===== config.mk =====
export PLATFORM = sky130hd
export DESIGN_NAME = att_ctrl
export DESIGN_NICKNAME = d
export VERILOG_FILES = /design/src/rtl/att_pkg.sv /design/src/rtl/att_ctrl.sv
export SDC_FILE = /design/constraint.sdc
export NUM_CORES = 1
export LEC_CHECK = 0
export ABC_AREA = 1
export BUFFER_PORTS_ARGS = -buffer_cell sky130_fd_sc_hd__buf_2
export CAP_MARGIN = 20
export CORE_AREA = 2 2 39 41
export CTS_CLUSTER_SIZE = 20
export DETAILED_ROUTE_END_ITERATION = 10
export DIE_AREA = 0 0 41 43
export SYNTH_ARGS = -nofsm -noshare
export SYNTH_HDL_FRONTEND = slang
export SYNTH_SLANG_ARGS = --single-unit

===== constraint.sdc =====
create_clock -name clk -period 2.2 [get_ports clk]
set_input_delay 0.44 -clock clk [delete_from_list [all_inputs] [get_ports clk]]
set_output_delay 0.44 -clock clk [all_outputs]
set_load 0.005 [all_outputs]

===== src/rtl/att_pkg.sv =====
// Package for the text terminal: geometry, byte codes, types and commands.
`default_nettype none
package att_pkg;
  localparam int COLS = 40;
  localparam int ROWS = 25;
  localparam int CELLS = COLS * ROWS;
  localparam int AW = 10;
  localparam int RW = 5;
  localparam int CW = 6;

  localparam logic [7:0] ESC_BYTE = 8'd27;
  localparam logic [7:0] NL_BYTE = 8'd10;
  localparam logic [7:0] HIGH_BIT = 8'h80;
  localparam logic [7:0] CH_LBRACK = 8'h5B;
  localparam logic [7:0] CH_LPAREN = 8'h28;
  localparam logic [7:0] CH_SEVEN = 8'h37;
  localparam logic [7:0] CH_EIGHT = 8'h38;
  localparam logic [7:0] CH_SEMI = 8'h3B;
  localparam logic [7:0] CH_ZERO = 8'h30;
  localparam logic [7:0] CH_NINE = 8'h39;
  localparam logic [7:0] CH_UA = 8'h41;
  localparam logic [7:0] CH_UB = 8'h42;
  localparam logic [7:0] CH_UC = 8'h43;
  localparam logic [7:0] CH_UD = 8'h44;
  localparam logic [7:0] CH_UE = 8'h45;
  localparam logic [7:0] CH_UH = 8'h48;
  localparam logic [7:0] CH_UJ = 8'h4A;
  localparam logic [7:0] CH_UK = 8'h4B;
  localparam logic [7:0] CH_UM = 8'h4D;
  localparam logic [7:0] CH_LF = 8'h66;
  localparam logic [7:0] CH_LM = 8'h6D;

  localparam logic [1:0] PH_NORMAL = 2'd0;
  localparam logic [1:0] PH_ESC = 2'd1;
  localparam logic [1:0] PH_CSI = 2'd2;
  localparam logic [1:0] PH_CHARSET = 2'd3;

  typedef enum logic [3:0] {
    S_INIT, S_IDLE, S_DECODE, S_READ, S_CLEAR,
    S_SCR_RD, S_SCR_WR, S_SCR_TAIL, S_OUT
  } state_t;

  // Commands from the controller to the datapath.
  typedef struct packed {
    logic load;        // capture the input item
    logic decode;      // apply register updates of the byte
    logic rd_start;    // issue the read of the requested cell
    logic rd_take;     // capture the read data
    logic clr_start;   // prime the clear range
    logic clr_step;    // clear one cell
    logic scr_start;   // prime the scroll sweep
    logic scr_rd;      // read the cell one row below
    logic scr_wr;      // write it one row up
    logic tail_step;   // blank one cell of the last row
    logic out_load;    // load the result register
    logic init_step;   // reset clearing pass
  } cmd_t;

  typedef struct packed {
    logic is_read;
    logic need_clear;
    logic need_scroll;
    logic clr_done;
    logic scr_done;
    logic tail_done;
    logic init_done;
  } stat_t;
endpackage
`default_nettype wire


===== src/rtl/att_ctrl.sv =====
// Controller state machine of the text terminal.
`default_nettype none
module att_ctrl (
  input  wire logic          clk,
  input  wire logic          rst,
  input  wire logic          in_valid,
  output logic               in_ready,
  output logic               out_valid,
  input  wire logic          out_ready,
  input  wire att_pkg::stat_t st,
  output att_pkg::cmd_t      cm
);
  import att_pkg::*;
  state_t state, state_next;
  logic out_full;

  always_ff @(posedge clk) begin
    if (rst) begin
      state <= S_INIT;
      out_full <= 1'b0;
    end else begin
      state <= state_next;
      if (state == S_OUT) out_full <= 1'b1;
      else if (out_ready) out_full <= 1'b0;
    end
  end

  always_comb begin
    state_next = state;
    unique case (state)
      S_INIT: if (st.init_done) state_next = S_IDLE;
      S_IDLE: if (in_valid) state_next = S_DECODE;
      S_DECODE: begin
        if (st.is_read) state_next = S_READ;
        else if (st.need_clear) state_next = S_CLEAR;
        else if (st.need_scroll) state_next = S_SCR_RD;
        else state_next = S_OUT;
      end
      S_READ: state_next = S_OUT;
      S_CLEAR: if (st.clr_done) state_next = S_OUT;
      S_SCR_RD: state_next = S_SCR_WR;
      S_SCR_WR: state_next = st.scr_done ? S_SCR_TAIL : S_SCR_RD;
      S_SCR_TAIL: if (st.tail_done) state_next = S_OUT;
      S_OUT: if (!out_full || out_ready) state_next = S_IDLE;
      default: state_next = S_INIT;
    endcase
    // S_OUT waits only while the result register is still held.
    if (state == S_OUT && out_full && !out_ready) state_next = S_OUT;
  end

  always_comb begin
    cm = '0;
    in_ready = 1'b0;
    unique case (state)
      S_INIT: cm.init_step = 1'b1;
      S_IDLE: begin
        in_ready = 1'b1;
        cm.load = in_valid;
      end
      S_DECODE: begin
        cm.decode = 1'b1;
        cm.rd_start = st.is_read;
        cm.clr_start = st.need_clear;
        cm.scr_start = st.need_scroll;
      end
      S_READ: cm.rd_take = 1'b1;
      S_CLEAR: cm.clr_step = 1'b1;
      S_SCR_RD: cm.scr_rd = 1'b1;
      S_SCR_WR: cm.scr_wr = 1'b1;
      S_SCR_TAIL: cm.tail_step = 1'b1;
      S_OUT: cm.out_load = !out_full || out_ready;
      default: ;
    endcase
  end

  assign out_valid = out_full;
endmodule
`default_nettype wire


==> results by group <==
Timing
  – Max-slew violations: 0
  – Worst-margin pin slew: 0.2368 ns
  – Final period util: 78.32%
  – Tmin final: 1.723 ns
  – Setup_tns: 0 ns
  – Fmax: 580.4 MHz
  – Slew HR: 84.19%
  – Worst clock skew: 0.002303 ns
  – Unrepaired setup endpoints after global routing: no
  – Hold Fails Final Rpt: 0
  – Number of setup violations in the final report: 0
  – Worst hold slack: 0.3838 ns

Global routing
  – Vias in the first global route: 452
  – Tot GR Track Use: 14.07%
  – Overflow after GRT: 0
  – Global-route wire length before repair: 1656 µm
  – Largest net degree at the start of global routing: 8
  – Initial antenna violation count: 0

Route
  – Vias per std cell: 4.527
  – Iteration-0 DRC count of the detailed router: 8
  – Total routed wirelength: 1106 µm
  – Remaining DRCs: 0
  – Wire length per cell: 8.574 µm
  – Via Count: 584
  – Drt first pass iters: 4
  – Antenna Nets Post-Route: 0

Synth
  – Seq/Total Area, Yosys: 21.86%
  – Synthesized cell area: 457.9 µm²
  – #FFs+latches synth: 5
  – Syn Nets: 96
  – Post-synthesis average cell area: 5.388 µm²
  – Post-synth cell types: 16
  – Synthesized instance count: 85
  – Warnings, synthesis: 0

Power and ir drop
  – Pleak: 0.3745 nW
  – Worst vdd ir: 356.9 µV
  – Comb pwr share: 59.5%
  – Clock power frac: 16.3%
  – Switch Pwr: 0.0003014 W
  – Sequential Power Share: 24.2%
  – Pwr/cell area: 1014 mW/mm²
  – Sw Share: 47.61%
  – Internal: 0.0003316 W

Floorplan
  – Die H: 43 µm
  – Row cnt: 14
  – I/O Pins: 25
  – Initial core utilization: 33.09%
  – Core Area: 0.001384 mm²
  – Die W: 41 µm
  – Die area: 0.001763 mm²

Place
  – Final GP Congestion: 0.7479
  – IO buf count: 24
  – HPWL Detailed: 942.7 µm

Clock tree
  – Postcts setup bufs: 0
  – CTS max path bufs: 2
  – Hold Buf Count CTS: 0
  – Skew-Pair Late Insertion Delay: 0.24 ns
  – Clock sinks: 5
  – Num CTS Buffers: 3
  – Reg clk slew, reported paths: 0.04 ns
  – H-tree depth: 1
  – CTS Root Cell: clkbuf_4
  – Post-CTS Resized: 0
  – CTS tree: built

Finish
  – Layout cells sized above 1: 34.51%
  – Most frequent cells in the layout: buf_2 (24), nor2_1 (23), nand2_1 (16)
  – Fillers: 164
  – N_diodes: 0
  – P&R area growth vs syn: 36.34%
  – Final net count: 125
  – Commonest non-fill, non-tap cell in the layout: buf_2

Worst setup path
  – Crit Path Category: reg2out
  – Worst r2r path cells: 8
  – Slowest-stage cell, CP: dfxtp_1
  – Critical Path Sink Type: output pin
  – Worst R2R End: state[2]$_SDFFE_PP0P_
  – CP Data Required Time: 1.76 ns
  – Register-to-register setup slack: 0.96 ns
  – CP startpoint: state[0]$_SDFFE_PP0P_
  – Crit path DAT: 1.28 ns
  – Startpoint type of the worst setup path: flip-flop
  – Worst path cell trace: nor2_2 -> inv_2 -> nor2_1 -> inv_1 -> a21oi_1 -> buf_2
  – FF-to-FF Start: state[0]$_SDFFE_PP0P_
  – Worst-path fanout max: 7
  – Crit-path max cell delay: 0.36 ns

Worst hold path
  – Hold endpoint: out_valid$_SDFFE_PP0P_
  – Hold depth: 2
  – Hold Crit Class: in2reg
  – HP Start: rst

Outcome
  – Outcome: finished, final reports clean

Job
  – Max_cap viols: 0
-- critical path: cells and delay by family, from the launching register on --
kind | cells | cell delay (ns)
AND/OR/NAND/NOR | 2 | 0.31
AO/OA/AOI/OAI | 1 | 0.10
flip-flops | 1 | 0.36
buffers and inverters | 3 | 0.26
-- worst max path at each step --
stage | endpoint | slack, ns | cells past startpoint
after floorplan | cm[1] | 0.89 | 5
after global placement | cm[1] | 0.75 | 6
after detailed placement | cm[1] | 0.73 | 6
after CTS | cm[1] | 0.46 | 6
after global routing | cm[1] | 0.34 | 6
final | cm[1] | 0.48 | 6
-- synth_stat cells --
library cell	instances	area (µm²)
nor2_1	23	86.33
nand2_1	16	60.06
inv_1	12	45.04
dfxtp_1	5	100.1
a21oi_1	4	20.02
inv_2	4	15.01
nand3_1	4	20.02
o21ai_0	4	20.02
nor2_2	3	18.77
nand2_2	2	12.51
nand3_2	2	20.02
nand3b_1	2	15.01
clkinv_1	1	3.750
nand4_1	1	6.260
nor3_1	1	5.000
nor3_2	1	10.01
-- area by class of cell --
type                    instances  area, µm²  share of cell area [%]
clock buffers                   4      26.28                   4.208
flip-flops and latches          5      100.1                   16.03
repair buffers                 24      120.1                   19.24
multi-input cells              63      294.0                   47.09
well taps                      16      20.02                   3.206
inverters                      17      63.81                   10.22
-- state kept, by name (all words and copies together), names as in the netlist --
name and count:
out_valid 1, state 4
-- cells by family (layout without fill, tap and decap cells) --
logic type | count (synthesis) | after routing | share of synthesized area, %
flops | 5 | 5 | 21.86
compound gates | 8 | 8 | 8.744
simple gates | 55 | 55 | 55.46
buf+inv | 17 | 45 | 13.93
-- metal layers --
| layer | vias up | track usage (%) | share of wire [%] |
|---|---|---|---|
| met2 | 14 | 21.25 | 45 |
| li1 | 315 | - | - |
| met5 | - | 0 | 0 |
| met1 | 253 | 16.45 | 48 |
| met3 | 2 | 4.712 | 6.2 |
| met4 | 0 | 8.000 | 1.1 |
-- per-stage QoR --
stage	cells	utilization, %	power, W	setup WS, ns	instance area [µm²]
floorplan	85	-	0.0004163	0.8858	457.9
global placement	125	43.22	0.0005345	0.7532	598.1
detailed placement	125	43.22	0.0005319	0.7349	598.1
CTS	129	45.12	0.0006407	0.4648	624.3
global route	129	45.12	0.0007112	0.3414	624.3
finish	129	45.12	0.0006330	0.4770	624.3
-- power groups by stage --
| stage | clock [W] | combinational, W | sequential (W) |
|---|---|---|---|
| after floorplan | 0 | 0.000267 | 0.000149 |
| after global placement | 0 | 0.000381 | 0.000154 |
| after detailed placement | 0 | 0.000378 | 0.000154 |
| after CTS | 0.000108 | 0.000380 | 0.000153 |
| after global routing | 0.000114 | 0.000439 | 0.000157 |
| final | 0.000103 | 0.000377 | 0.000153 |
(Power assumes the default switching activity.)
